**src/rtl/gdd_pkg.sv**
```systemverilog
// Shared widths, constants, calendar tables and types for the Gregorian
// date difference block. No dependencies.
package gdd_pkg;

  localparam int unsigned DAY_W   = 5;
  localparam int unsigned MON_W   = 4;
  localparam int unsigned YEAR_W  = 14;
  localparam int unsigned YY_W    = 15;   // biased year, up to 16783
  localparam int unsigned PROD_W  = 27;   // year times reciprocal of 100
  localparam int unsigned CENT_W  = 8;    // year / 100, at most 167
  localparam int unsigned MOFF_W  = 9;    // month offset, at most 337
  localparam int unsigned ORD_W   = 23;   // day ordinal
  localparam int unsigned COUNT_W = 22;

  localparam int unsigned IN_TDATA_W  = 48;
  localparam int unsigned OUT_TDATA_W = 24;

  localparam int unsigned PADDR_W = 3;
  localparam int unsigned PDATA_W = 32;

  // Register index (paddr bit 2) of include_end_day
  localparam logic REG_INCLUDE_END = 1'b0;

  // Year bias keeps the March-based year unsigned
  localparam logic [YY_W-1:0] YEAR_BIAS = 15'd400;

  // x / 100 == (x * 5243) >> 19 for x below 43690
  localparam logic [PROD_W-1:0] DIV100_MUL   = 27'd5243;
  localparam int unsigned       DIV100_SHIFT = 19;

  localparam logic [YEAR_W-1:0]  CENTURY      = 14'd100;
  localparam logic [ORD_W-1:0]   DAYS_PER_YR  = 23'd365;
  localparam logic [COUNT_W-1:0] COUNT_MAX    = '1;

  localparam logic [MON_W-1:0] MON_JAN = 4'd1;
  localparam logic [MON_W-1:0] MON_FEB = 4'd2;
  localparam logic [DAY_W-1:0] DAY_LEAP = 5'd29;

  // Per-stage load enables of the ordinal pipeline
  typedef struct packed {
    logic s1;
    logic s2;
    logic s3;
  } stage_en_t;

  // Month length in a common year; 0 for month codes outside 1..12
  function automatic logic [DAY_W-1:0] month_len(input logic [MON_W-1:0] m);
    logic [DAY_W-1:0] len;
    case (m)
      4'd1, 4'd3, 4'd5, 4'd7, 4'd8, 4'd10, 4'd12: len = 5'd31;
      4'd4, 4'd6, 4'd9, 4'd11:                    len = 5'd30;
      4'd2:                                       len = 5'd28;
      default:                                    len = 5'd0;
    endcase
    return len;
  endfunction

  // Days before March-based month mm: (153 * mm + 2) / 5
  function automatic logic [MOFF_W-1:0] month_offset(input logic [MON_W-1:0] mm);
    logic [MOFF_W-1:0] off;
    case (mm)
      4'd0:    off = 9'd0;
      4'd1:    off = 9'd31;
      4'd2:    off = 9'd61;
      4'd3:    off = 9'd92;
      4'd4:    off = 9'd122;
      4'd5:    off = 9'd153;
      4'd6:    off = 9'd184;
      4'd7:    off = 9'd214;
      4'd8:    off = 9'd245;
      4'd9:    off = 9'd275;
      4'd10:   off = 9'd306;
      4'd11:   off = 9'd337;
      default: off = 9'd0;
    endcase
    return off;
  endfunction

endpackage

```
**src/rtl/gdd_ordinal.sv**
```systemverilog
// Three-stage pipeline: validity check and day ordinal of one date.
// Depends on gdd_pkg.
module gdd_ordinal
  import gdd_pkg::*;
(
  input  logic              clk_i,
  input  stage_en_t         en_i,
  input  logic [DAY_W-1:0]  day_i,
  input  logic [MON_W-1:0]  month_i,
  input  logic [YEAR_W-1:0] year_i,
  output logic [ORD_W-1:0]  ordinal_o,
  output logic              date_ok_o
);

  // stage 1
  logic [YY_W-1:0]   yy_d, yy_q;
  logic [MON_W-1:0]  mm_d, mm_q;
  logic [DAY_W-1:0]  dm1_d, dm1_q;
  logic [PROD_W-1:0] yy_prod_d, yy_prod_q;
  logic [PROD_W-1:0] y_prod_d, y_prod_q;
  logic [YEAR_W-1:0] year_q;
  logic              day_ok_d, day_ok_q;
  logic              feb29_d, feb29_q;
  logic              early;
  logic [DAY_W-1:0]  len;

  // stage 2
  logic [CENT_W-1:0] cent_d, cent_q;
  logic [CENT_W-1:0] ycent;
  logic              div100, leap;
  logic              ok_d, ok_q;
  logic [ORD_W-1:0]  base_d, base_q;
  logic [MOFF_W-1:0] moff_d, moff_q;
  logic [DAY_W-1:0]  dm1_2_q;

  // stage 3
  logic [ORD_W-1:0]  ord_d, ord_q;
  logic              ok_3_q;

  // Stage 1: March-based year/month, month-length check, /100 products
  always_comb begin
    early     = (month_i <= MON_FEB);
    yy_d      = YY_W'(year_i) + YEAR_BIAS - YY_W'(early);
    mm_d      = early ? (month_i + 4'd9) : (month_i - 4'd3);
    dm1_d     = day_i - 5'd1;
    len       = month_len(month_i);
    day_ok_d  = (day_i != '0) && (day_i <= len);
    feb29_d   = (month_i == MON_FEB) && (day_i == DAY_LEAP);
    yy_prod_d = PROD_W'(yy_d) * DIV100_MUL;
    y_prod_d  = PROD_W'(year_i) * DIV100_MUL;
  end

  always_ff @(posedge clk_i) begin
    if (en_i.s1) begin
      yy_q      <= yy_d;
      mm_q      <= mm_d;
      dm1_q     <= dm1_d;
      yy_prod_q <= yy_prod_d;
      y_prod_q  <= y_prod_d;
      year_q    <= year_i;
      day_ok_q  <= day_ok_d;
      feb29_q   <= feb29_d;
    end
  end

  // Stage 2: leap rule, validity, year part of the ordinal
  always_comb begin
    cent_d = yy_prod_q[DIV100_SHIFT +: CENT_W];
    ycent  = y_prod_q[DIV100_SHIFT +: CENT_W];
    div100 = (year_q == (YEAR_W'(ycent) * CENTURY));
    leap   = div100 ? (ycent[1:0] == 2'b00) : (year_q[1:0] == 2'b00);
    ok_d   = day_ok_q || (feb29_q && leap);
    base_d = ORD_W'(yy_q) * DAYS_PER_YR + ORD_W'(yy_q >> 2);
    moff_d = month_offset(mm_q);
  end

  always_ff @(posedge clk_i) begin
    if (en_i.s2) begin
      cent_q  <= cent_d;
      ok_q    <= ok_d;
      base_q  <= base_d;
      moff_q  <= moff_d;
      dm1_2_q <= dm1_q;
    end
  end

  // Stage 3: century terms, month offset, day
  always_comb begin
    ord_d = base_q - ORD_W'(cent_q) + ORD_W'(cent_q >> 2)
          + ORD_W'(moff_q) + ORD_W'(dm1_2_q);
  end

  always_ff @(posedge clk_i) begin
    if (en_i.s3) begin
      ord_q  <= ord_d;
      ok_3_q <= ok_q;
    end
  end

  assign ordinal_o = ord_q;
  assign date_ok_o = ok_3_q;

endmodule

```
**src/rtl/gregorian_date_difference_days.sv**
```systemverilog
// Top level: days between two Gregorian dates, stream in/out, APB config.
// Depends on gdd_pkg and gdd_ordinal.
//
//  channel   | dir | fields (lowest bit first)
//  ----------+-----+------------------------------------------------------
//  s_axis    | in  | tdata: start_day, start_month, start_year,
//            |     |        end_day, end_month, end_year (46 bits, pad 48)
//  m_axis    | out | tdata: day_count (22 bits, pad 24); tuser: status
//  apb       | in  | reg 0 @ 0x0: include_end_day (bit 0)
//
// Four register stages: three in each date's ordinal pipeline (month
// check and /100 products, leap rule and year term, ordinal sum), then
// the output register (difference, include flag, saturation).
// One transaction is taken per cycle when the sink keeps up. Each stage
// holds while the one after it is full and stalled, and empty stages
// fill, so a stall loses or repeats nothing.
// Reset clears the valid bits and include_end_day; payload is not reset.
module gregorian_date_difference_days
  import gdd_pkg::*;
(
  input  logic                   clk_i,
  input  logic                   rst_ni,

  input  logic                   s_axis_tvalid,
  output logic                   s_axis_tready,
  // [4:0] start_day, [8:5] start_month, [22:9] start_year,
  // [27:23] end_day, [31:28] end_month, [45:32] end_year, [47:46] zero
  input  logic [IN_TDATA_W-1:0]  s_axis_tdata,

  output logic                   m_axis_tvalid,
  input  logic                   m_axis_tready,
  // [21:0] day_count, [23:22] zero
  output logic [OUT_TDATA_W-1:0] m_axis_tdata,
  // [0] status: 1 when either date is invalid
  output logic                   m_axis_tuser,

  input  logic                   psel,
  input  logic                   penable,
  input  logic                   pwrite,
  input  logic [PADDR_W-1:0]     paddr,
  input  logic [PDATA_W-1:0]     pwdata,
  output logic [PDATA_W-1:0]     prdata,
  output logic                   pready
);

  logic              include_end_q;

  logic              v1_q, v2_q, v3_q, v4_q;
  logic              rdy1, rdy2, rdy3, rdy4;
  stage_en_t         en;

  logic [ORD_W-1:0]  ord_start, ord_end;
  logic              ok_start, ok_end;

  logic [ORD_W-1:0]  diff;
  logic [ORD_W:0]    sum;
  logic [COUNT_W-1:0] count_d, count_q;
  logic              status_d, status_q;

  // Config port: always ready, one register at word 0
  assign pready = 1'b1;
  assign prdata = (paddr[2] == REG_INCLUDE_END) ? PDATA_W'(include_end_q) : '0;

  always_ff @(posedge clk_i or negedge rst_ni) begin
    if (!rst_ni) begin
      include_end_q <= 1'b0;
    end else if (psel && penable && pwrite && pready && (paddr[2] == REG_INCLUDE_END)) begin
      include_end_q <= pwdata[0];
    end
  end

  // Stage k loads when it is empty or its content moves on
  assign rdy4 = !v4_q || m_axis_tready;
  assign rdy3 = !v3_q || rdy4;
  assign rdy2 = !v2_q || rdy3;
  assign rdy1 = !v1_q || rdy2;

  assign s_axis_tready = rdy1;
  assign en.s1 = rdy1;
  assign en.s2 = rdy2;
  assign en.s3 = rdy3;

  always_ff @(posedge clk_i or negedge rst_ni) begin
    if (!rst_ni) begin
      v1_q <= 1'b0;
      v2_q <= 1'b0;
      v3_q <= 1'b0;
      v4_q <= 1'b0;
    end else begin
      if (rdy1) v1_q <= s_axis_tvalid;
      if (rdy2) v2_q <= v1_q;
      if (rdy3) v3_q <= v2_q;
      if (rdy4) v4_q <= v3_q;
    end
  end

  gdd_ordinal u_start (
    .clk_i     (clk_i),
    .en_i      (en),
    .day_i     (s_axis_tdata[4:0]),
    .month_i   (s_axis_tdata[8:5]),
    .year_i    (s_axis_tdata[22:9]),
    .ordinal_o (ord_start),
    .date_ok_o (ok_start)
  );

  gdd_ordinal u_end (
    .clk_i     (clk_i),
    .en_i      (en),
    .day_i     (s_axis_tdata[27:23]),
    .month_i   (s_axis_tdata[31:28]),
    .year_i    (s_axis_tdata[45:32]),
    .ordinal_o (ord_end),
    .date_ok_o (ok_end)
  );

  // Output stage: count 0 and status set on an invalid date, else clamp negative span to 0, add flag, saturate
  always_comb begin
    diff = (ord_end > ord_start) ? (ord_end - ord_start) : '0;
    sum  = (ORD_W+1)'(diff) + (ORD_W+1)'(include_end_q);
    if (!(ok_start && ok_end)) begin
      count_d  = '0;
      status_d = 1'b1;
    end else begin
      count_d  = (sum > (ORD_W+1)'(COUNT_MAX)) ? COUNT_MAX : sum[COUNT_W-1:0];
      status_d = 1'b0;
    end
  end

  always_ff @(posedge clk_i) begin
    if (rdy4) begin
      count_q  <= count_d;
      status_q <= status_d;
    end
  end

  assign m_axis_tvalid = v4_q;
  assign m_axis_tdata  = OUT_TDATA_W'(count_q);
  assign m_axis_tuser  = status_q;

endmodule
```
**config.mk**
```make
export PLATFORM = sky130hd
export DESIGN_NAME = gregorian_date_difference_days
export DESIGN_NICKNAME = d
export VERILOG_FILES = /design/src/rtl/gdd_pkg.sv /design/src/rtl/gdd_ordinal.sv /design/src/rtl/gregorian_date_difference_days.sv
export SDC_FILE = /design/constraint.sdc
export NUM_CORES = 2
export LEC_CHECK = 0
export BUFFER_PORTS_ARGS = -buffer_cell sky130_fd_sc_hd__buf_2
export CAP_MARGIN = 15
export CORE_ASPECT_RATIO = 1.5
export CORE_UTILIZATION = 45
export DETAILED_ROUTE_END_ITERATION = 8
export GPL_TIMING_DRIVEN = 1
export PLACE_DENSITY_LB_ADDON = 0.1
export RECOVER_POWER = 100
export SYNTH_ARGS = -nofsm -noshare
export SYNTH_HDL_FRONTEND = slang
export SYNTH_SLANG_ARGS = --single-unit
```
**constraint.sdc**
```tcl
create_clock -name clk_i -period 5.1 [get_ports clk_i]
set_clock_uncertainty 0.1 [all_clocks]
set_input_delay 0.51 -clock clk_i [delete_from_list [all_inputs] [get_ports clk_i]]
set_output_delay 0.51 -clock clk_i [all_outputs]
set_load 0.005 [all_outputs]
```
======== Word-level counts from Yosys, hierarchy flattened ========
Memories as Yosys holds them, arrays and structs flattened. A register that Yosys moved wholly into a read port is not among the register bits.
Index checks and enable logic that the tools add are counted.
W data, S select, Z words.
word-level totals
  memories kept ........................... 4
  bits of input ports ..................... 90
  memory bits (writable) .................. 0
  output and inout bits ................... 60
  ROM bits ................................ 448
  bits in latches ......................... 0
  register bits ........................... 338
  word-level logic and storage cells ...... 116
memories
  memory           depth  width  read ports  clocked after Yosys merged registers in  write ports  RTL line       source
  (no name shown)  16     9      1           1                                        0            gdd_pkg.sv:61  case (mm)
  (no name shown)  16     9      1           1                                        0            gdd_pkg.sv:61
  (no name shown)  16     5      1           0                                        0            gdd_pkg.sv:49  case (m)
  (no name shown)  16     5      1           0                                        0            gdd_pkg.sv:49
cells by class
  add/sub/neg operators ................... 22
  shift operators ......................... 0
  reductions and logical operators ........ 26
  equal/unequal tests ..................... 6
  $mul .................................... 8
  mux-type cells .......................... 8
  divide/modulo/power cells ............... 0
  bitwise operators ....................... 1
  order comparisons ....................... 6
operator list
  cell                      count
  $mul A14 B13 Y27 const B  2
  $mul A15 B13 Y27 const B  2
  $add A23 B13 Y23          2
  $add A23 B5 Y23           2
  $add A23 B6 Y23           2
  $add A23 B9 Y23           2
  $mul A15 B9 Y23 const B   2
  $sub A23 B8 Y23           2
  $add A14 B9 Y15 const B   2
  $sub A15 B1 Y15           2
  $eq A14 B14 Y1            2
  $add A23 B1 Y24           1
  $gt A24 B22 Y1 const B    1
  $mul A8 B5 Y12 const B    2
  $gt A23 B23 Y1            1
  $mux W23                  1
  $sub A23 B23 Y23          1
  $mux W22                  1
  $eq A5 B5 Y1 const B      2
  $le A5 B5 Y1              2
  $logic_and A1 B1 Y1       10
  $reduce_bool A5 Y1        2
  $sub A5 B1 Y5 const B     2
  $add A4 B4 Y4 const B     2
  other kinds (9)           27

======== Logic depth before layout (Yosys ltp) ========
  depth after elaboration ................. 5
  mapped depth ............................ 37
  mapped depth without buffers ............ 37

======== Cells and area by module ========
A second synthesis with hierarchy kept.
second synthesis, totals
  cells, all modules ...................... 3580
  area, all modules ....................... 37731.2 sq um
by module, submodules not included
  module                          area each (sq um)  instances  cells an instance
  gdd_ordinal at u_start          17337.9            1          1605
  gdd_ordinal at u_end            17148.9            1          1583
  gregorian_date_difference_days  3244.4             1          392

======== Worst setup path after synthesis ========
No wires, ideal clock.
  path type ............................... input-to-reg
  start ................................... input port s_axis_tdata[30]
  end ..................................... register u_end.yy_prod_q[26], data pin
  setup slack ............................. -3.101 ns
  buffers on the path ..................... 0
  stages .................................. 32
  arrival time ............................ 7.841 ns
  required time ........................... 4.740 ns
  cell sequence ........................... or2_2 -> a21oi_1 -> ha_1 -> inv_1 -> ha_1 -> fa_1 -> a21o_1 -> a21oi_1 -> o21ai_0 -> a211oi_1 -> nor2b_1 -> nor3_1 -> o21ai_0 -> a21oi_1 -> xnor2_1 -> ha_1 -> inv_1 -> fa_1 -> inv_1 -> fa_1 -> fa_1 -> inv_1 -> fa_1 -> inv_1 -> ha_1 -> a2111o_1 -> o41ai_1 -> a311oi_1 -> a211o_1 -> a21o_1 -> a21oi_1 -> xnor2_1
between the ends
  word-level cells in the longest chain between the ends .. 3
ends and longest elaborated chain
  element                        RTL line                              source
  start: declaration             gregorian_date_difference_days.sv:28  input logic [IN_TDATA_W-1:0] s_axis_tdata,
  $le A4 B2 Y1                   gdd_ordinal.sv:42                     early = (month_i <= MON_FEB);
  $sub A15 B1 Y15                gdd_ordinal.sv:43                     yy_d = YY_W'(year_i) + YEAR_BIAS - YY_W'(early);
  named net u_end.yy_d[13]       gdd_ordinal.sv:16                     logic [YY_W-1:0] yy_d, yy_q;
  $mul A15 B13 Y27               gdd_ordinal.sv:49                     yy_prod_d = PROD_W'(yy_d) * DIV100_MUL;
  named net u_end.yy_prod_d[26]  gdd_ordinal.sv:19                     logic [PROD_W-1:0] yy_prod_d, yy_prod_q;
  end signal: assignment         gdd_ordinal.sv:58                     yy_prod_q <= yy_prod_d;
  end: declaration               gdd_ordinal.sv:19
The timed path passes the listed nets, and every way through them passes these cells.
A chain may end at the register's enable or synchronous reset.

======== Worst setup path in the final report ========
Same ends and word-level chain as after synthesis.

==> metrics.txt <==
top_reg_cell synth edfxtp_1; f_max around 0.14 GHz; commonest non-fill, non-tap cell in the layout inv_1; Filler Cells Inserted around 7600; critical path peak fanout 3; library cells used by synthesis a little under 90; Synth Warn # 0; CP Data Required Time about 5.3 ns; final WL 80890 microns; CP arrival between 7 and 8 ns; TNS Setup -30.49 ns; Critical Path Sink Type register; Synth top area share approximately a quarter; WL met1 32240 microns; number of synthesized flops with an enable pin between 200 and 300; MaxCap Viol Count 4; outcome finished with violations; Mean Syn Cell Area 10.55 sq um; met2 WL post-DR around 45000 microns; Layout Nets about 5500; sequential fraction of the synthesis area 22.24%; Area growth, synth to finish 19.62%; first-pass GRT wire length around 130000 microns; initial antenna violation count 4; ys async rst share under 10%; initial core utilization a little under half; area of the core ~83000 sq um; Slew Limit Fails approximately 230; Routed WL per cell ~15 microns; Final ANT Viol Nets 0; min Tclk post-route about 7 ns; routed vias between 20000 and 30000; most frequent cells in the layout 854 x inv_1, 739 x ha_1, 433 x buf_4, 410 x fa_1, 275 x edfxtp_1; placed cell area approximately 43000 sq um; number of global-route vias before repair about 27000; CP peak stage delay 0.52 ns; Total Die Area roughly 85000 sq um; slowest CP cell fa_2; GPL Wtd Cong 0.8709; slew margin rel. -113.7%; site row count between 100 and 150; crit-path most repeated cell inv_2; Port Buffers 80; Yosys top cell by area ha_1; vias per inst roughly 4.8; Syn Inst Count about 3600; Yosys reg bits between 200 and 300; gr usage total a little under 20%; Clock Tree Buf Depth 3; Hold Crit Class input pin to register; hold_ws 0.04870 ns; slew of the pin with the lowest slew margin 3.206 ns; Worst Slack Setup Final -2.050 ns; RSZ-0062 raised after global routing true; final worst path period share 140.2%; H-tree depth 1; clock sinks between 200 and 300; Max Used Layer met5; setup violators final 37; Syn Std Cell Area ~38000 sq um; violated checks max-capacitance violations, max-slew violations, negative setup slack; crit start category input pin; GRT overflow 0; met3 routed WL 1432 microns; WS Path Type input pin to register; die width 238.3 microns; CTS tree yes; Root Buffer clkbuf_16; fraction of layout cells with a size suffix above 1 a little under a fifth; number of buffers created by CTS 31; fin area ~45000 sq um; largest cells by area after synthesis ha_1 26%, fa_1 22%, edfxtp_1 22%; First-pass DRT Iterations 4; Final Hold Fails 0; DR iter-0 viols 594; clk_lat worst skew about 0.6 ns; overall die height 356.4 microns; Top Ports 150; largest net degree at the start of global routing approximately 120; DR DRC count 0; hpwl dp between 70000 and 80000 microns; Reg clk slew, reported paths 0.06 ns
## worst max-delay path, delay by kind of cell
| kind | cells | cell delay (ns) |
|---|---|---|
| adder cells (fa/ha/maj) | 9 | 3.07 |
| XOR/XNOR | 2 | 0.13 |
| AND/OR/NAND/NOR | 4 | 0.59 |
| buffers and inverters | 9 | 0.72 |
| AO/OA/AOI/OAI | 12 | 2.34 |
## layout make-up
class	instances	area, sq um	share of cell area (%)
multi-input cells	2377	26730	59.29
flip-flops and latches	280	8383	18.60
repair buffers	595	4140	9.184
inverters	894	3362	7.458
well taps	1113	1393	3.089
clock buffers	33	783.3	1.737
clock inverters	24	289.0	0.6411
diodes	1	2.502	0.005551
## through the flow
stage / instances / setup slack [ns] / util [%]
2_1_floorplan: 3603 / -2.550 / -
3_3_place_gp: 5211 / -2.924 / 52.14
3_5_place_dp: 5211 / -3.043 / 52.14
4_1_cts: 5311 / -2.261 / 54.45
5_1_grt: 5317 / -2.360 / 54.55
6_report: 5317 / -2.050 / 54.55
## Yosys cell counts (12+ instances only)
cell / n
inv_1: 894
ha_1: 781
fa_1: 417
edfxtp_1: 275
xnor2_1: 173
nor2_1: 130
a21oi_1: 109
nand2_1: 79
o21ai_0: 76
a21o_1: 63
xor2_1: 56
nor3_1: 47
nand3_1: 43
buf_4: 34
nand2b_1: 31
nor2b_1: 30
o21a_1: 29
a211oi_1: 21
and3_1: 19
a21oi_2: 13
a31oi_1: 12
and2_1: 12
## registers in the layout, indices dropped and copies added, names as in the netlist, 4 cells and up
register,flops
count_q,22
u_end.base_q,23
u_end.cent_q,8
u_end.dm1_2_q,5
u_end.dm1_q,5
u_end.mm_q,4
u_end.moff_q,9
u_end.ordinal_o,23
u_end.y_prod_q,8
u_end.year_q,14
u_end.yy_prod_q,9
u_end.yy_q,14
u_start.base_q,23
u_start.cent_q,8
u_start.dm1_2_q,5
u_start.dm1_q,5
u_start.mm_q,4
u_start.moff_q,9
u_start.ordinal_o,23
u_start.y_prod_q,8
u_start.year_q,14
u_start.yy_prod_q,9
u_start.yy_q,14
## per-layer routing
layer  vias up  GRT usage (%)
li1      12910              -
met4         6          5.692
met3        96          1.431
met1     12280          22.19
met5         -              0
met2       215          39.36
## timing repair
action	4_1_cts	5_1_grt
gates resized for setup	106	102
hold buffers	2	0
endpoints found under the setup margin	32	43
endpoints found under the hold margin	6	0
buffers inserted	45	13
pin swaps	108	106
## cell families (layout without fill, tap and decap cells)
| logic type | count (synthesis) | count (layout) | share of synthesized area, % |
|---|---|---|---|
| fa+ha+maj | 1198 | 1198 | 48.08 |
| buf+inv | 946 | 1546 | 9.817 |
| simple gates | 464 | 464 | 6.265 |
| compound gates | 445 | 445 | 8.031 |
| flops | 280 | 280 | 22.24 |
| xor+xnor | 230 | 230 | 5.365 |
| mux | 6 | 6 | 0.1760 |
| other cells | 2 | 35 | 0.01993 |
## path summary, 6_finish.rpt
path,slack (ns),from,endpoint,cells past startpoint
max,-2.05,s_axis_tdata[30],u_end.yy_prod_q[26]$_DFFE_PP_,36
min,0.05,pwdata[0],include_end_q$_DFFE_PN0P_,2
max reg2reg,-0.41,u_end.yy_q[7]$_DFFE_PP_,u_end.base_q[22]$_DFFE_PP_,17
min reg2reg,0.32,u_end.dm1_q[3]$_DFFE_PP_,u_end.dm1_2_q[3]$_DFFE_PP_,0
max in group asynchronous,4.44,rst_ni,v2_q$_DFFE_PN0P_,2
min in group asynchronous,0.21,rst_ni,include_end_q$_DFFE_PN0P_,2
Power is not shown: default switching activity piles up to over one toggle a cycle in this logic, so the estimate is an artifact.
